===== config.mk =====
export PLATFORM = sky130hd
export DESIGN_NAME = wav_riff_header_parser_flat
export DESIGN_NICKNAME = d
export VERILOG_FILES = /design/src/rtl/wrhp_pkg.sv /design/src/rtl/wrhp_if.sv /design/src/rtl/wav_riff_header_parser.sv /design/src/rtl/wrhp_front.sv /design/src/rtl/wrhp_queue.sv /design/src/rtl/wrhp_back.sv /design/src/flat_wrapper.sv
export SDC_FILE = /design/constraint.sdc
export NUM_CORES = 2
export LEC_CHECK = 0
export ABC_AREA = 0
export BUFFER_PORTS_ARGS = -buffer_cell sky130_fd_sc_hd__buf_2
export CORE_ASPECT_RATIO = 1.2
export CORE_MARGIN = 4
export CORE_UTILIZATION = 55
export DETAILED_ROUTE_END_ITERATION = 8
export PLACE_DENSITY = 0.72
export SETUP_SLACK_MARGIN = 0.5
export SLEW_MARGIN = 40
export SYNTH_ARGS = -nofsm -noshare
export SYNTH_HDL_FRONTEND = slang
export SYNTH_HIERARCHICAL = 1
export SYNTH_SLANG_ARGS = --single-unit

===== constraint.sdc =====
create_clock -name clk -period 9.5 [get_ports clk]
set_input_delay 1.9 -clock clk [delete_from_list [all_inputs] [get_ports clk]]
set_output_delay 1.9 -clock clk [all_outputs]
set_load 0.01 [all_outputs]

===== src/rtl/wrhp_pkg.sv =====
// Package for the RIFF/WAVE header parser: record codes, phases, tags, widths.
// No dependencies.
package wrhp_pkg;

  localparam int unsigned FractionBitsDefault = 16;
  localparam int unsigned QueueDepthDefault = 4;

  localparam logic [1:0] KIND_CLEAR = 2'd0;
  localparam logic [1:0] KIND_TEXT  = 2'd1;
  localparam logic [1:0] KIND_SUM   = 2'd2;

  localparam logic [1:0] ST_OK      = 2'd0;
  localparam logic [1:0] ST_NO_RIFF = 2'd1;
  localparam logic [1:0] ST_NO_WAVE = 2'd2;

  localparam logic [2:0] TAG_TRACK = 3'd5;
  localparam logic [2:0] TAG_NONE  = 3'd7;

  localparam logic [3:0] PH_RIFF  = 4'd0;
  localparam logic [3:0] PH_RSIZE = 4'd1;
  localparam logic [3:0] PH_WAVE  = 4'd2;
  localparam logic [3:0] PH_CID   = 4'd3;
  localparam logic [3:0] PH_CSIZE = 4'd4;
  localparam logic [3:0] PH_FMT   = 4'd5;
  localparam logic [3:0] PH_SKIP  = 4'd6;
  localparam logic [3:0] PH_LTYPE = 4'd7;
  localparam logic [3:0] PH_SID   = 4'd8;
  localparam logic [3:0] PH_SSIZE = 4'd9;
  localparam logic [3:0] PH_SDATA = 4'd10;
  localparam logic [3:0] PH_PAD   = 4'd11;
  localparam logic [3:0] PH_HALT  = 4'd12;

  localparam logic [31:0] ID_RIFF = 32'h4646_4952;
  localparam logic [31:0] ID_WAVE = 32'h4556_4157;
  localparam logic [31:0] ID_FMT  = 32'h2074_6d66;
  localparam logic [31:0] ID_DATA = 32'h6174_6164;
  localparam logic [31:0] ID_LIST = 32'h5453_494c;
  localparam logic [31:0] ID_INAM = 32'h4d41_4e49;
  localparam logic [31:0] ID_IART = 32'h5452_4149;
  localparam logic [31:0] ID_IPRD = 32'h4452_5049;
  localparam logic [31:0] ID_IGNR = 32'h524e_4749;
  localparam logic [31:0] ID_ICRD = 32'h4452_4349;
  localparam logic [31:0] ID_ITRK = 32'h4b52_5449;
  localparam logic [31:0] FMT_BODY = 32'd16;

  // One entry of the queue between front and back.
  typedef struct packed {
    logic [1:0]  kind;
    logic [2:0]  tag;
    logic [7:0]  text;
    logic [1:0]  status;
    logic [31:0] sample_rate;
    logic [31:0] byte_rate;
    logic [31:0] data_size;
    logic [31:0] track;
  } wrhp_rec_t;

endpackage


===== src/rtl/wrhp_if.sv =====
// Valid/ready channel interfaces for the input bytes and the result records.
// No dependencies.
interface wrhp_in_if;
  logic       valid;
  logic       ready;
  logic [7:0] data_byte;
  logic       end_of_file;
  modport source (output valid, data_byte, end_of_file, input ready);
  modport sink (input valid, data_byte, end_of_file, output ready);
endinterface

interface wrhp_out_if;
  logic        valid;
  logic        ready;
  logic [1:0]  record_kind;
  logic [2:0]  text_tag;
  logic [7:0]  text_byte;
  logic [1:0]  parse_status;
  logic [31:0] sample_rate_out;
  logic [31:0] byte_rate_out;
  logic [31:0] data_size_out;
  logic [31:0] track_out;
  logic [31:0] duration_seconds;
  logic [15:0] duration_fraction;
  logic        last_flag;
  modport source (output valid, record_kind, text_tag, text_byte, parse_status,
                  sample_rate_out, byte_rate_out, data_size_out, track_out,
                  duration_seconds, duration_fraction, last_flag, input ready);
  modport sink (input valid, record_kind, text_tag, text_byte, parse_status,
                sample_rate_out, byte_rate_out, data_size_out, track_out,
                duration_seconds, duration_fraction, last_flag, output ready);
endinterface


===== src/rtl/wav_riff_header_parser.sv =====
// Top level of the RIFF/WAVE header parser.
// Depends on wrhp_pkg, wrhp_if, wrhp_front, wrhp_queue, wrhp_back.
//
// Takes a WAV file one byte per beat and emits clear and text records for LIST/INFO
// strings and one summary record per end beat. The byte walker takes one beat
// per cycle while the record queue has room. A text record passes through the
// queue and the output register and can wait there behind a busy divider or
// a stalled output. A summary with nonzero rates runs a bit-serial divider;
// meanwhile later records wait and bytes keep flowing until the queue fills.
module wav_riff_header_parser #(
  parameter int unsigned FRACTION_BITS = wrhp_pkg::FractionBitsDefault,
  parameter int unsigned QUEUE_DEPTH   = wrhp_pkg::QueueDepthDefault
) (
  input logic   clk,
  input logic   rst_n,
  wrhp_in_if.sink    in_ch,
  wrhp_out_if.source out_ch
);
  import wrhp_pkg::*;

  logic      push, q_full, q_empty, q_pop;
  wrhp_rec_t push_rec, q_head;

  wrhp_front u_front (
    .clk, .rst_n,
    .in_valid(in_ch.valid), .in_ready(in_ch.ready),
    .in_data_byte(in_ch.data_byte), .in_end_of_file(in_ch.end_of_file),
    .push, .push_rec, .q_full
  );

  wrhp_queue #(.DEPTH(QUEUE_DEPTH)) u_queue (
    .clk, .rst_n, .push, .push_rec, .full(q_full),
    .pop(q_pop), .empty(q_empty), .head(q_head)
  );

  wrhp_back #(.FRACTION_BITS(FRACTION_BITS)) u_back (
    .clk, .rst_n, .q_empty, .q_head, .q_pop,
    .out_valid(out_ch.valid), .out_ready(out_ch.ready),
    .out_record_kind(out_ch.record_kind), .out_text_tag(out_ch.text_tag),
    .out_text_byte(out_ch.text_byte), .out_parse_status(out_ch.parse_status),
    .out_sample_rate_out(out_ch.sample_rate_out),
    .out_byte_rate_out(out_ch.byte_rate_out),
    .out_data_size_out(out_ch.data_size_out), .out_track_out(out_ch.track_out),
    .out_duration_seconds(out_ch.duration_seconds),
    .out_duration_fraction(out_ch.duration_fraction),
    .out_last_flag(out_ch.last_flag)
  );
endmodule


===== src/rtl/wrhp_front.sv =====
// Byte-level chunk walker: classifies each byte, latches header fields and
// pushes text records and summary requests. Depends on wrhp_pkg.
module wrhp_front (
  input  logic                clk,
  input  logic                rst_n,
  input  logic                in_valid,
  output logic                in_ready,
  input  logic [7:0]          in_data_byte,
  input  logic                in_end_of_file,
  output logic                push,
  output wrhp_pkg::wrhp_rec_t push_rec,
  input  logic                q_full
);
  import wrhp_pkg::*;

  logic [3:0]  phase_r, phase_nxt;
  logic [3:0]  idx_r, idx_nxt;
  logic [31:0] word_r, word_nxt;
  logic [31:0] ctag_r, ctag_nxt;
  logic [31:0] crem_r, crem_nxt;
  logic [31:0] lrem_r, lrem_nxt;
  logic [2:0]  cur_r, cur_nxt;
  logic        nul_r, nul_nxt;
  logic        pad_r, pad_nxt;
  logic        dig_r, dig_nxt;
  logic [31:0] srate_r, srate_nxt;
  logic [31:0] brate_r, brate_nxt;
  logic [31:0] dsize_r, dsize_nxt;
  logic [31:0] track_r, track_nxt;
  logic [1:0]  err_r, err_nxt;

  logic        take;
  logic [31:0] shifted;
  logic        word_done;
  logic [3:0]  idx_inc;
  logic [31:0] crem_dec;
  logic [3:0]  digit;
  logic [35:0] track_x10;
  logic [36:0] track_sum;
  logic [1:0]  status;
  logic [3:0]  boundary;

  assign in_ready = !q_full;
  assign take     = in_valid && in_ready;
  assign shifted  = {in_data_byte, word_r[31:8]};
  assign idx_inc  = idx_r + 4'd1;
  assign word_done = (idx_inc >= 4'd4);
  assign crem_dec = (crem_r != 32'd0) ? crem_r - 32'd1 : 32'd0;
  assign digit    = in_data_byte[3:0];
  assign track_x10 = {1'b0, track_r, 3'b000} + {3'b000, track_r, 1'b0};
  assign track_sum = {1'b0, track_x10} + 37'(digit);

  always_comb begin
    status = err_r;
    if (err_r == ST_OK) begin
      if (phase_r == PH_RIFF) status = ST_NO_RIFF;
      else if (phase_r == PH_RSIZE || phase_r == PH_WAVE) status = ST_NO_WAVE;
    end
  end

  always_comb begin
    phase_nxt = phase_r; idx_nxt = idx_r; word_nxt = word_r; ctag_nxt = ctag_r;
    crem_nxt = crem_r; lrem_nxt = lrem_r; cur_nxt = cur_r; nul_nxt = nul_r;
    pad_nxt = pad_r; dig_nxt = dig_r; srate_nxt = srate_r; brate_nxt = brate_r;
    dsize_nxt = dsize_r; track_nxt = track_r; err_nxt = err_r;
    push = 1'b0;
    push_rec = '0;
    boundary = (lrem_nxt == 32'd0) ? PH_CID : PH_SID;
    if (take && in_end_of_file) begin
      push = 1'b1;
      push_rec.kind = KIND_SUM;
      push_rec.status = status;
      if (status == ST_OK) begin
        push_rec.sample_rate = srate_r;
        push_rec.byte_rate = brate_r;
        push_rec.data_size = dsize_r;
        push_rec.track = track_r;
      end
      phase_nxt = PH_RIFF; idx_nxt = '0; word_nxt = '0; ctag_nxt = '0;
      crem_nxt = '0; lrem_nxt = '0; cur_nxt = TAG_NONE; nul_nxt = 1'b0;
      pad_nxt = 1'b0; dig_nxt = 1'b1; srate_nxt = '0; brate_nxt = '0;
      dsize_nxt = '0; track_nxt = '0; err_nxt = ST_OK;
    end else if (take) begin
      if (phase_r >= PH_LTYPE && phase_r <= PH_PAD && lrem_r != 32'd0)
        lrem_nxt = lrem_r - 32'd1;
      boundary = (lrem_nxt == 32'd0) ? PH_CID : PH_SID;
      if (phase_r != PH_FMT && phase_r != PH_SKIP && phase_r != PH_SDATA &&
          phase_r != PH_PAD && phase_r != PH_HALT) begin
        word_nxt = shifted;
        idx_nxt = word_done ? 4'd0 : idx_inc;
      end
      unique case (phase_r)
        PH_RIFF: if (word_done) begin
          if (shifted == ID_RIFF) phase_nxt = PH_RSIZE;
          else begin err_nxt = ST_NO_RIFF; phase_nxt = PH_HALT; end
        end
        PH_RSIZE: if (word_done) phase_nxt = PH_WAVE;
        PH_WAVE: if (word_done) begin
          if (shifted == ID_WAVE) phase_nxt = PH_CID;
          else begin err_nxt = ST_NO_WAVE; phase_nxt = PH_HALT; end
        end
        PH_CID: if (word_done) begin
          ctag_nxt = shifted; phase_nxt = PH_CSIZE;
        end
        PH_CSIZE: if (word_done) begin
          if (ctag_r == ID_FMT) begin
            crem_nxt = (shifted > FMT_BODY) ? shifted - FMT_BODY : 32'd0;
            phase_nxt = PH_FMT;
          end else if (ctag_r == ID_LIST) begin
            lrem_nxt = shifted; phase_nxt = PH_LTYPE;
          end else begin
            if (ctag_r == ID_DATA) dsize_nxt = shifted;
            crem_nxt = shifted;
            phase_nxt = (shifted == 32'd0) ? PH_CID : PH_SKIP;
          end
        end
        PH_FMT: begin
          word_nxt = shifted;
          if (idx_r == 4'd7) srate_nxt = shifted;
          else if (idx_r == 4'd11) brate_nxt = shifted;
          if (idx_r == 4'd15) begin
            idx_nxt = 4'd0;
            phase_nxt = (crem_r == 32'd0) ? PH_CID : PH_SKIP;
          end else idx_nxt = idx_inc;
        end
        PH_SKIP: begin
          crem_nxt = crem_dec;
          if (crem_dec == 32'd0) phase_nxt = PH_CID;
        end
        PH_LTYPE: if (word_done) phase_nxt = boundary;
        PH_SID: if (word_done) begin
          ctag_nxt = shifted; phase_nxt = PH_SSIZE;
        end
        PH_SSIZE: if (word_done) begin
          priority if (ctag_r == ID_INAM) cur_nxt = 3'd0;
          else if (ctag_r == ID_IART) cur_nxt = 3'd1;
          else if (ctag_r == ID_IPRD) cur_nxt = 3'd2;
          else if (ctag_r == ID_IGNR) cur_nxt = 3'd3;
          else if (ctag_r == ID_ICRD) cur_nxt = 3'd4;
          else if (ctag_r == ID_ITRK) cur_nxt = TAG_TRACK;
          else cur_nxt = TAG_NONE;
          crem_nxt = shifted;
          pad_nxt = shifted[0];
          nul_nxt = 1'b0;
          if (cur_nxt == TAG_TRACK) begin
            track_nxt = '0; dig_nxt = 1'b1;
          end else if (cur_nxt < TAG_TRACK) begin
            push = 1'b1; push_rec.kind = KIND_CLEAR; push_rec.tag = cur_nxt;
          end
          if (shifted == 32'd0) phase_nxt = shifted[0] ? PH_PAD : boundary;
          else phase_nxt = PH_SDATA;
        end
        PH_SDATA: begin
          if (cur_r < TAG_TRACK) begin
            if (!nul_r) begin
              if (in_data_byte == 8'd0) nul_nxt = 1'b1;
              else begin
                push = 1'b1; push_rec.kind = KIND_TEXT;
                push_rec.tag = cur_r; push_rec.text = in_data_byte;
              end
            end
          end else if (cur_r == TAG_TRACK && dig_r) begin
            if (in_data_byte >= 8'h30 && in_data_byte <= 8'h39) begin
              // saturate when the decimal shift-in overflows 32 bits
              track_nxt = (track_sum[36:32] != 5'd0) ? 32'hFFFF_FFFF : track_sum[31:0];
            end else dig_nxt = 1'b0;
          end
          crem_nxt = crem_dec;
          if (crem_dec == 32'd0) phase_nxt = pad_r ? PH_PAD : boundary;
        end
        PH_PAD: begin
          pad_nxt = 1'b0; phase_nxt = boundary;
        end
        default: ;
      endcase
    end
  end

  always_ff @(posedge clk) begin
    if (!rst_n) begin
      phase_r <= PH_RIFF; idx_r <= '0; word_r <= '0; ctag_r <= '0; crem_r <= '0;
      lrem_r <= '0; cur_r <= TAG_NONE; nul_r <= 1'b0; pad_r <= 1'b0; dig_r <= 1'b1;
      srate_r <= '0; brate_r <= '0; dsize_r <= '0; track_r <= '0; err_r <= ST_OK;
    end else begin
      phase_r <= phase_nxt; idx_r <= idx_nxt; word_r <= word_nxt; ctag_r <= ctag_nxt;
      crem_r <= crem_nxt; lrem_r <= lrem_nxt; cur_r <= cur_nxt; nul_r <= nul_nxt;
      pad_r <= pad_nxt; dig_r <= dig_nxt; srate_r <= srate_nxt; brate_r <= brate_nxt;
      dsize_r <= dsize_nxt; track_r <= track_nxt; err_r <= err_nxt;
    end
  end

  a_halt_err: assert property (@(posedge clk) disable iff (!rst_n)
    phase_r == PH_HALT |-> err_r != ST_OK) else $error("halt without error");
  a_err_halt: assert property (@(posedge clk) disable iff (!rst_n)
    err_r != ST_OK |-> phase_r == PH_HALT) else $error("error outside halt");
  a_eof_reset: assert property (@(posedge clk) disable iff (!rst_n)
    take && in_end_of_file |=> phase_r == PH_RIFF && err_r == ST_OK)
    else $error("end item did not restart parser");
  a_idx: assert property (@(posedge clk) disable iff (!rst_n)
    phase_r != PH_FMT |-> idx_r < 4'd4) else $error("byte index out of range");
endmodule


===== src/rtl/wrhp_queue.sv =====
// Short FIFO of records between the byte walker and the divider/output stage.
// Depends on wrhp_pkg.
module wrhp_queue #(
  parameter int unsigned DEPTH = wrhp_pkg::QueueDepthDefault
) (
  input  logic                clk,
  input  logic                rst_n,
  input  logic                push,
  input  wrhp_pkg::wrhp_rec_t push_rec,
  output logic                full,
  input  logic                pop,
  output logic                empty,
  output wrhp_pkg::wrhp_rec_t head
);
  import wrhp_pkg::*;

  localparam int unsigned AW = (DEPTH > 1) ? $clog2(DEPTH) : 1;

  wrhp_rec_t         mem_r [DEPTH];
  logic [AW-1:0]     wp_r, rp_r;
  logic [AW:0]       cnt_r;

  assign full  = (cnt_r == (AW+1)'(DEPTH));
  assign empty = (cnt_r == '0);
  assign head  = mem_r[rp_r];

  always_ff @(posedge clk) begin
    if (push && !full) mem_r[wp_r] <= push_rec;
  end

  always_ff @(posedge clk) begin
    if (!rst_n) begin
      wp_r <= '0; rp_r <= '0; cnt_r <= '0;
    end else begin
      if (push && !full)
        wp_r <= (wp_r == AW'(DEPTH - 1)) ? '0 : wp_r + 1'b1;
      if (pop && !empty)
        rp_r <= (rp_r == AW'(DEPTH - 1)) ? '0 : rp_r + 1'b1;
      cnt_r <= cnt_r + (AW+1)'(push && !full) - (AW+1)'(pop && !empty);
    end
  end

  a_no_over: assert property (@(posedge clk) disable iff (!rst_n)
    full |=> cnt_r <= (AW+1)'(DEPTH)) else $error("queue overflow");
  a_no_push_full: assert property (@(posedge clk) disable iff (!rst_n)
    full && !pop |=> $stable(cnt_r)) else $error("count moved while full");
  a_empty_pop: assert property (@(posedge clk) disable iff (!rst_n)
    empty && !push |=> empty) else $error("count moved while empty");
endmodule


===== src/rtl/wrhp_back.sv =====
// Back end: drains records, runs a restoring divider for the summary
// duration and drives the output register. Depends on wrhp_pkg.
module wrhp_back #(
  parameter int unsigned FRACTION_BITS = wrhp_pkg::FractionBitsDefault
) (
  input  logic                clk,
  input  logic                rst_n,
  input  logic                q_empty,
  input  wrhp_pkg::wrhp_rec_t q_head,
  output logic                q_pop,
  output logic                out_valid,
  input  logic                out_ready,
  output logic [1:0]          out_record_kind,
  output logic [2:0]          out_text_tag,
  output logic [7:0]          out_text_byte,
  output logic [1:0]          out_parse_status,
  output logic [31:0]         out_sample_rate_out,
  output logic [31:0]         out_byte_rate_out,
  output logic [31:0]         out_data_size_out,
  output logic [31:0]         out_track_out,
  output logic [31:0]         out_duration_seconds,
  output logic [15:0]         out_duration_fraction,
  output logic                out_last_flag
);
  import wrhp_pkg::*;

  localparam int unsigned FB = (FRACTION_BITS > 32) ? 32 : FRACTION_BITS;
  localparam int unsigned QW = 32 + FB;
  localparam int unsigned CW = $clog2(QW + 1);

  localparam logic [1:0] S_IDLE = 2'd0;
  localparam logic [1:0] S_DIV  = 2'd1;
  localparam logic [1:0] S_OUT  = 2'd2;

  logic [1:0]    st_r;
  logic [CW-1:0] cnt_r;
  logic [QW-1:0] num_r;      // dividend bits shifted out MSB first, quotient in
  logic [32:0]   rem_r;
  logic [31:0]   dvs_r;
  logic          valid_r, valid_nxt;
  wrhp_rec_t     rec_r;
  logic [QW-1:0] quo_r;
  logic [32:0]   trial;
  logic [32:0]   rem_sh;
  logic          div_needed;

  assign div_needed = q_head.status == ST_OK && q_head.sample_rate != 32'd0 &&
                      q_head.byte_rate != 32'd0;
  assign rem_sh = {rem_r[31:0], num_r[QW-1]};
  assign trial  = rem_sh - {1'b0, dvs_r};
  assign q_pop  = (st_r == S_IDLE) && !q_empty && (!valid_r || out_ready);

  always_comb begin
    valid_nxt = valid_r && !out_ready;
    if (q_pop && !(q_head.kind == KIND_SUM && div_needed)) valid_nxt = 1'b1;
    if (st_r == S_OUT && (!valid_r || out_ready)) valid_nxt = 1'b1;
  end

  always_ff @(posedge clk) begin
    if (!rst_n) begin
      st_r <= S_IDLE; valid_r <= 1'b0; cnt_r <= '0;
    end else begin
      valid_r <= valid_nxt;
      unique case (st_r)
        S_IDLE: if (q_pop) begin
          rec_r <= q_head;
          quo_r <= '0;
          if (q_head.kind == KIND_SUM && div_needed) begin
            st_r  <= S_DIV;
            cnt_r <= CW'(QW);
            num_r <= QW'(q_head.data_size) << FB;
            rem_r <= '0;
            dvs_r <= q_head.byte_rate;
          end
        end
        S_DIV: begin
          // one quotient bit per cycle
          if (!trial[32]) rem_r <= trial;
          else rem_r <= rem_sh;
          num_r <= {num_r[QW-2:0], !trial[32]};
          cnt_r <= cnt_r - 1'b1;
          if (cnt_r == CW'(1)) st_r <= S_OUT;
        end
        S_OUT: if (!valid_r || out_ready) begin
          quo_r <= num_r;
          st_r <= S_IDLE;
        end
        default: st_r <= S_IDLE;
      endcase
    end
  end

  logic [QW+31:0] quo_ext;
  assign quo_ext = {32'd0, quo_r};

  assign out_valid            = valid_r;
  assign out_record_kind      = rec_r.kind;
  assign out_text_tag         = rec_r.tag;
  assign out_text_byte        = rec_r.text;
  assign out_parse_status     = rec_r.status;
  assign out_sample_rate_out  = rec_r.sample_rate;
  assign out_byte_rate_out    = rec_r.byte_rate;
  assign out_data_size_out    = rec_r.data_size;
  assign out_track_out        = rec_r.track;
  assign out_duration_seconds = quo_ext[FB +: 32];
  assign out_duration_fraction = (FB == 0) ? 16'd0 :
                                 16'(quo_ext[31:0] & ((64'd1 << FB) - 64'd1));
  assign out_last_flag        = (rec_r.kind == KIND_SUM);

  a_rem_bound: assert property (@(posedge clk) disable iff (!rst_n)
    st_r == S_DIV |-> rem_r < {1'b0, dvs_r}) else $error("remainder not reduced");
  a_no_pop_busy: assert property (@(posedge clk) disable iff (!rst_n)
    st_r != S_IDLE |-> !q_pop) else $error("pop during divide");
  a_hold: assert property (@(posedge clk) disable iff (!rst_n)
    valid_r && !out_ready |=> valid_r && $stable(rec_r)) else $error("record dropped");
endmodule

===== src/flat_wrapper.sv =====
// flat-port wrapper written by rule: the top's interface ports become plain ports
module wav_riff_header_parser_flat import wrhp_pkg::*;
#(
  parameter int unsigned FRACTION_BITS = wrhp_pkg::FractionBitsDefault,
  parameter int unsigned QUEUE_DEPTH   = wrhp_pkg::QueueDepthDefault
)
  (clk, rst_n, in_ch_valid, in_ch_data_byte, in_ch_end_of_file, in_ch_ready, out_ch_valid, out_ch_record_kind, out_ch_text_tag, out_ch_text_byte, out_ch_parse_status, out_ch_sample_rate_out, out_ch_byte_rate_out, out_ch_data_size_out, out_ch_track_out, out_ch_duration_seconds, out_ch_duration_fraction, out_ch_last_flag, out_ch_ready);
  wrhp_in_if in_ch_i ();
  wrhp_out_if out_ch_i ();
  input logic clk;
  input logic rst_n;
  input wire logic [$bits(in_ch_i.valid)-1:0] in_ch_valid;
  input wire logic [$bits(in_ch_i.data_byte)-1:0] in_ch_data_byte;
  input wire logic [$bits(in_ch_i.end_of_file)-1:0] in_ch_end_of_file;
  output wire logic [$bits(in_ch_i.ready)-1:0] in_ch_ready;
  output wire logic [$bits(out_ch_i.valid)-1:0] out_ch_valid;
  output wire logic [$bits(out_ch_i.record_kind)-1:0] out_ch_record_kind;
  output wire logic [$bits(out_ch_i.text_tag)-1:0] out_ch_text_tag;
  output wire logic [$bits(out_ch_i.text_byte)-1:0] out_ch_text_byte;
  output wire logic [$bits(out_ch_i.parse_status)-1:0] out_ch_parse_status;
  output wire logic [$bits(out_ch_i.sample_rate_out)-1:0] out_ch_sample_rate_out;
  output wire logic [$bits(out_ch_i.byte_rate_out)-1:0] out_ch_byte_rate_out;
  output wire logic [$bits(out_ch_i.data_size_out)-1:0] out_ch_data_size_out;
  output wire logic [$bits(out_ch_i.track_out)-1:0] out_ch_track_out;
  output wire logic [$bits(out_ch_i.duration_seconds)-1:0] out_ch_duration_seconds;
  output wire logic [$bits(out_ch_i.duration_fraction)-1:0] out_ch_duration_fraction;
  output wire logic [$bits(out_ch_i.last_flag)-1:0] out_ch_last_flag;
  input wire logic [$bits(out_ch_i.ready)-1:0] out_ch_ready;
  assign in_ch_i.valid = in_ch_valid;
  assign in_ch_i.data_byte = in_ch_data_byte;
  assign in_ch_i.end_of_file = in_ch_end_of_file;
  assign in_ch_ready = in_ch_i.ready;
  assign out_ch_valid = out_ch_i.valid;
  assign out_ch_record_kind = out_ch_i.record_kind;
  assign out_ch_text_tag = out_ch_i.text_tag;
  assign out_ch_text_byte = out_ch_i.text_byte;
  assign out_ch_parse_status = out_ch_i.parse_status;
  assign out_ch_sample_rate_out = out_ch_i.sample_rate_out;
  assign out_ch_byte_rate_out = out_ch_i.byte_rate_out;
  assign out_ch_data_size_out = out_ch_i.data_size_out;
  assign out_ch_track_out = out_ch_i.track_out;
  assign out_ch_duration_seconds = out_ch_i.duration_seconds;
  assign out_ch_duration_fraction = out_ch_i.duration_fraction;
  assign out_ch_last_flag = out_ch_i.last_flag;
  assign out_ch_i.ready = out_ch_ready;
  wav_riff_header_parser #(.FRACTION_BITS(FRACTION_BITS), .QUEUE_DEPTH(QUEUE_DEPTH)) u_core (.clk(clk), .rst_n(rst_n), .in_ch(in_ch_i), .out_ch(out_ch_i));
endmodule

# [Word-level counts from Yosys, hierarchy flattened]
# Memories as Yosys holds them, arrays and structs flattened. A register that Yosys moved wholly into a read port is not among the register bits.
# Index checks and enable logic that the tools add are counted.
[classes] order_cmp=8 n_div=0 bitwise_logic=4 n_addsub=12 reduce_logical=74 eq_ne=64 mul=0 shift=0 mux=128
[op_table] operator="32-bit 2-to-1 mux" count=24
[op_table] operator="32-bit by 31-bit == test with 1-bit output, second input constant" count=10
[op_table] operator="48-bit 2-to-1 mux" count=4
[op_table] operator="48-bit case mux with 2 select lines" count=2
[op_table] operator="130-bit 2-to-1 mux" count=1
[op_table] operator="32-bit logical NOT" count=4
[op_table] operator="128-bit 2-to-1 mux" count=1
[op_table] operator="32-bit case mux with 2 select lines" count=2
[op_table] operator="32-bit nonzero test" count=4
[op_table] operator="32-bit case mux with 3 select lines" count=1
[op_table] operator="4-bit 2-to-1 mux" count=21
[op_table] operator="32-bit by 1-bit subtractor with 32-bit output, second input constant" count=2
[op_table] operator="4-bit case mux with 12 select lines" count=1
[op_table] operator="3-bit 2-to-1 mux" count=15
[op_table] operator="2-bit != test, second input constant" count=22
[op_table] operator="36-bit by 4-bit adder with 37-bit output" count=1
[op_table] operator="35-bit by 33-bit adder with 36-bit output" count=1
[op_table] operator="12-bit 2-to-1 mux" count=3
[op_table] operator="2-bit 2-to-1 mux" count=18
[op_table] operator="33-bit by 32-bit subtractor with 33-bit output" count=1
[op_table] operator="32-bit by 30-bit == test with 1-bit output, second input constant" count=1
[op_table] operator="32-bit by 5-bit > comparator with 1-bit output, second input constant" count=1
[op_table] operator="32-bit by 5-bit subtractor with 32-bit output, second input constant" count=1
[op_table] operator="4-bit == test, second input constant" count=6
[op_table] operator="other kinds (51)" count=143
[totals] latchBits=0 output_inout_bits=194 ramBits=572 memories=1 inputBits=13 regBits=591 rom_bits=0
[memory_table] memory="u_core.u_queue.mem_r" depth=4 width=143 read_ports=1 rd_clocked_by_memory_dff=1 write_ports=1 line_no="wrhp_queue.sv:19" rtl="wrhp_rec_t mem_r [DEPTH];"

# [Logic depth before layout (Yosys ltp)]
[logic_depth] ltp_word=21 depth_mapped=15 ltp_nobuf=14

# [Cells and area by module]
# Netlist, hierarchy kept.
[by_module_without_submodules] module="wrhp_queue" n_inst=1 area_each_um2=21084.0 cells_each=800 seq_area_each_um2=17356.6
[by_module_without_submodules] module="wrhp_front" n_inst=1 area_each_um2=16818.6 cells_each=2341 seq_area_each_um2=5285.1
[by_module_without_submodules] module="wrhp_back" n_inst=1 area_each_um2=12968.7 cells_each=917 seq_area_each_um2=9278.9

# [Least setup slack after synthesis]
# No wires, ideal clock.
[synth_timing] path_type="input port to flip-flop" startpoint="in in_ch_valid" endpoint="mem u_core/u_queue/mem_r[0][0] (netlist bit), enable pin" arrival_ns=6.592 path_buffers=4 setup_ns=0.520 setup_slack_ns=2.388 cell_stages=8 cell_sequence="nor2b_1 > clkbuf_1 > clkbuf_1 > clkbuf_1 > o31a_1 > nor2b_1 > clkbuf_1 > and2_1"
[synth_via] elab_chain_cells=6
[synth_rtl] element="start: declaration" line_no="flat_wrapper.sv:12" rtl="input wire logic [$bits(in_ch_i.valid)-1:0] in_ch_valid;"
[synth_rtl] element="1-bit logical AND (*)" line_no="wrhp_front.sv:44" rtl="assign take = in_valid && in_ready;"
[synth_rtl] element="1-bit 2-to-1 mux or 1-bit logical AND (tied branches)" line_no="wrhp_front.sv:83, wrhp_front.sv:69"
[synth_rtl] element="1-bit 2-to-1 mux (*)" line_no="wrhp_front.sv:69" rtl="if (take && in_end_of_file) begin"
[synth_rtl] element="via u_core.push" line_no="wav_riff_header_parser.sv:21" rtl="logic push, q_full, q_empty, q_pop;"
[synth_rtl] element="1-bit logical AND (*)" line_no="wrhp_queue.sv:28" rtl="if (push && !full) mem_r[wp_r] <= push_rec;"
[synth_rtl] element="1-bit 2-to-1 mux (*)" line_no="wrhp_queue.sv:28"
[synth_rtl] element="1-bit 2-to-1 mux (not written as such) (*)" line_no="wrhp_queue.sv:28"
[synth_rtl] element="end: declaration" line_no="wrhp_queue.sv:19"
# The timed path passes the listed nets; every way through them passes the cells marked *.

# [Worst setup path after layout]
[layout_timing] startpoint="in in_ch_data_byte[3]" endpoint="reg u_core.u_front.track_r[16]"
[layout_via] elab_chain_cells=7
[layout_rtl] element="start: declaration" line_no="flat_wrapper.sv:13" rtl="input wire logic [$bits(in_ch_i.data_byte)-1:0] in_ch_data_byte;"
[layout_rtl] element="36-bit by 4-bit adder with 37-bit output" line_no="wrhp_front.sv:51" rtl="assign track_sum = {1'b0, track_x10} + 37'(digit);"
[layout_rtl] element="5-bit nonzero test" line_no="wrhp_front.sv:165" rtl="track_nxt = (track_sum[36:32] != 5'd0) ? 32'hFFFF_FFFF : track_sum[31:0];"
[layout_rtl] element="32-bit 2-to-1 mux" line_no="wrhp_front.sv:165"
[layout_rtl] element="32-bit 2-to-1 mux" line_no="wrhp_front.sv:163" rtl="if (in_data_byte >= 8'h30 && in_data_byte <= 8'h39) begin"
[layout_rtl] element="32-bit 2-to-1 mux" line_no="wrhp_front.sv:162" rtl="end else if (cur_r == TAG_TRACK && dig_r) begin"
[layout_rtl] element="32-bit 2-to-1 mux" line_no="wrhp_front.sv:154" rtl="if (cur_r < TAG_TRACK) begin"
[layout_rtl] element="32-bit case mux with 2 select lines" line_no="wrhp_front.sv:92" rtl="unique case (phase_r)"
[layout_rtl] element="end signal: assignment" line_no="wrhp_front.sv:188" rtl="dsize_r <= dsize_nxt; track_r <= track_nxt; err_r <= err_nxt;"
[layout_rtl] element="end: declaration" line_no="wrhp_front.sv:29" rtl="logic [31:0] track_r, track_nxt;"
# Several ways; a longest one is shown, not always the timed one. The select of a mux whose other input is x is not followed.
# A chain may end at the register's enable or synchronous reset.

==> flow_metrics.env <==
export IMPL_outcome="finished, final reports clean"
export IMPL_critPathMaxStageDelay_ns=0.72
export IMPL_grt_antenna_before_repair=10
export IMPL_initial_core_util=0.557
export IMPL_clock_sinks=1157
export IMPL_die_w_um=286
export IMPL_gp_congestion=0.959
export IMPL_crit_path_top_delay_cell="a2111oi_0"
export IMPL_hold_slack_ns=0.449
export IMPL_worstMarginPinSlew_ns=0.852
export IMPL_clk_pin_slew_worst_paths_ns=0.06
export IMPL_wl_um=130000
export IMPL_r2r_start="u_core/u_front/phase_r[0]"
export IMPL_async_flop_share=0
export IMPL_wire_per_inst_um=23.5
export IMPL_yosysTopAreaCell="edfxtp_1"
export IMPL_worst_hold_path_endpoint="u_core/u_front/dsize_r[13]"
export IMPL_nets=4336
export IMPL_startpoint="in_ch_data_byte[3]"
export IMPL_area_growth_pct=11.6
export IMPL_r2r_end="u_core/u_queue/mem_r[1][76]"
export IMPL_fin_setup_tns_ns=0
export IMPL_post_cts_setup_buffers=0
export IMPL_top_register="u_core/u_queue/mem_r"
export IMPL_rsz0062_at_grt="false"
export IMPL_start_kind="primary input"
export IMPL_synth_fp_nets=4184
export IMPL_max_freq_mhz=186
export IMPL_grt_usage=0.263
export IMPL_cp_arrival_ns=5.92
export IMPL_total_power_mw=12.5
export IMPL_ctsHoldBuffers=0
export IMPL_synth_area_um2=50900
export IMPL_grt_max_degree=94
export IMPL_power_density_nw_per_um2=221
export IMPL_seq_area_frac_synth=0.627
export IMPL_crit_family="compound AO/OA/AOI/OAI gates"
export IMPL_synth_ff_latch_count=1157
export IMPL_coreArea_um2=91300
export IMPL_cts_tree="built"
export IMPL_cts_root_buf="clkbuf_16"
export IMPL_switching_share=0.265
export IMPL_min_from="u_core/u_front/dsize_r[13]"
export IMPL_yosysWarningCount=6
export IMPL_first_iter_violations=3419
export IMPL_io_buffers=206
export IMPL_layout_commonest_cell="edfxtp_1"
export IMPL_drv_slew=0
export IMPL_regToRegSetupSlack_ns=4.17
export IMPL_relSlewSlack=0.424
export IMPL_grt_pass1_wl_um=198000
export IMPL_cts_buffers=107
export IMPL_drcViolationCount=0
export IMPL_seqPwrFrac=0.494
export IMPL_drive_gt1_frac=0.157
export IMPL_finalSetupViolCount=0
export IMPL_crit_required_ns=10.04
export IMPL_dr_total_vias=33700
export IMPL_dp_hpwl_um=84100
export IMPL_synthFlopType="edfxtp_1"
export IMPL_grt_pass1_vias=32700
export IMPL_cap_violations=0
export IMPL_die_h_um=341
export IMPL_viasPerCell=6.09
export IMPL_h_tree_depth=3
export IMPL_finalCritPeriodShare=0.566
export IMPL_reg2reg_depth=9
export IMPL_period_minus_slack_ns=5.38
export IMPL_cts_path_max_buffers=3
export IMPL_internal_power_mw=9.21
export IMPL_path_buf_inv=3
export IMPL_clkPwrFrac=0.337
export IMPL_synth_edff_count=875
export IMPL_dieArea_um2=97400
export IMPL_path_max_fanout=14
export IMPL_postCtsResizedCells=0
export IMPL_synth_cells=4058
export IMPL_pwr_share_comb=0.168
export IMPL_rows=121
export IMPL_critPathCaptureType="flip-flop"
export IMPL_avgSynthCellArea_um2=12.5
export IMPL_vdd_drop_max_mv=0.147
export IMPL_finClkSkew_ns=0.0328
export IMPL_critical_path_cell_chain="buf_2 > fa_1 > ha_1 > a21o_1 > a2111oi_0 > a211oi_1 > o221ai_1 > a21boi_0 > a2111oi_0 > a21oi_4 > buf_6 > buf_6 > nor2_1 > o21ai_0"
export IMPL_power_switching_mw=3.32
export IMPL_io_pins=207
export IMPL_largest_reg_flops=572
export IMPL_synth_area_top_cells="edfxtp_1 52%, dfxtp_1 11%, mux4_2 6.3%"
export IMPL_synth_top_area_share=0.517
export IMPL_worstSkewPairLatency_ns=0.69
export IMPL_grt_ovfl_total=0
export IMPL_largestRegisters="u_core/u_queue/mem_r (572), u_core/u_back/num_r (48), u_core/u_back/quo_r (48)"
export IMPL_whs_path_depth=2
export IMPL_hold_path_class="flip-flop to flip-flop"
export IMPL_path_class="primary input to flip-flop"
export IMPL_drtPass1Iterations=8
export IMPL_synth_cell_type_count=103
export IMPL_final_cell_mix="875 x edfxtp_1, 530 x nand2_1, 296 x a21oi_1"
export IMPL_power_leakage_nw=20.0
export IMPL_ant_nets=0
export IMPL_hold_violations=0
==> power groups by stage <==
| stage | registers (mW) | clock network (mW) | logic [mW] |
|---|---|---|---|
| floorplan | 6.38 | 0 | 1.32 |
| global placement | 6.33 | 0 | 2.02 |
| detailed placement | 6.30 | 0 | 2.12 |
| CTS | 6.20 | 4.30 | 2.13 |
| global route | 6.23 | 4.52 | 2.26 |
| finish | 6.19 | 4.23 | 2.11 |
==> cell families after synthesis <==
family	synth area share
compound gates	0.0842
simple gates	0.143
flops	0.627
mux	0.0748
fa+ha+maj	0.0284
buf+inv	0.0280
xor+xnor	0.0146
==> worst max-delay path by stage <==
stage	endpoint	slack, ns	depth (start not counted)
finish	u_core/u_front/track_r[16]	4.12	14
global route	u_core/u_front/track_r[12]	3.77	14
CTS	u_core/u_front/track_r[16]	4.15	14
detailed placement	u_core/u_front/track_r[15]	3.41	14
global placement	u_core/u_front/track_r[28]	3.47	12
floorplan	u_core/u_queue/mem_r[0][0]	2.39	8
==> synth_stat cells, types with 11 or more instances <==
| cell type | number |
|---|---|
| nand3_1 | 37 |
| o21a_1 | 11 |
| or3_1 | 28 |
| or4_1 | 11 |
| nor3_1 | 82 |
| nand2b_1 | 22 |
| xnor2_1 | 54 |
| or2_2 | 11 |
| a211oi_1 | 21 |
| nor3b_1 | 13 |
| and3_1 | 16 |
| edfxtp_1 | 875 |
| xor2_1 | 31 |
| nor2_1 | 285 |
| nor4_1 | 64 |
| buf_6 | 11 |
| o21ai_0 | 175 |
| clkbuf_1 | 195 |
| dfxtp_1 | 282 |
| mux4_2 | 143 |
| o31ai_1 | 16 |
| nand4_1 | 40 |
| nand4b_1 | 12 |
| ha_1 | 109 |
| a21oi_1 | 298 |
| buf_2 | 18 |
| a31oi_1 | 18 |
| a21o_1 | 25 |
| and2_1 | 225 |
| nor4bb_1 | 13 |
| mux2i_1 | 56 |
| nor2b_1 | 27 |
| o22ai_1 | 12 |
| a22oi_1 | 20 |
| nand2_1 | 532 |
| inv_1 | 80 |
==> worst min-delay path: cells and delay by family, from the launching register on <==
kind / cells / cell delay, ns
flops: 1 / 0.30
compound gates: 1 / 0.05
simple gates: 1 / 0.05
==> metrics by stage <==
| step | worst slack, ns | instance area (um2) | instances | util |
|---|---|---|---|---|
| after floorplan | 2.39 | 50900 | 4058 | - |
| after global placement | 3.47 | 53000 | 5320 | 0.581 |
| after detailed placement | 3.41 | 53300 | 5331 | 0.584 |
| after CTS | 4.15 | 56700 | 5530 | 0.622 |
| after global routing | 3.77 | 56800 | 5532 | 0.622 |
| final | 4.12 | 56800 | 5533 | 0.622 |
==> layout make-up <==
type                    count  area, um2
diodes                      3       7.51
clock buffers             147       2990
clock inverters            52        478
fillers                  6990      34500
inverters                  80        300
multi-input cells        2577      17700
flip-flops and latches   1157      31900
well taps                1230       1540
repair buffers            287       1830
==> per-layer routing <==
layer / GRT usage / vias to the layer above / routed length, um
met3: 0.0438 / 308 / 10000
met5: 0 / - / 13
met2: 0.426 / 1375 / 61300
met1: 0.355 / 16600 / 53000
met4: 0.112 / 2 / 5780
li1: - / 15300 / -
(Power assumes the default switching activity.)
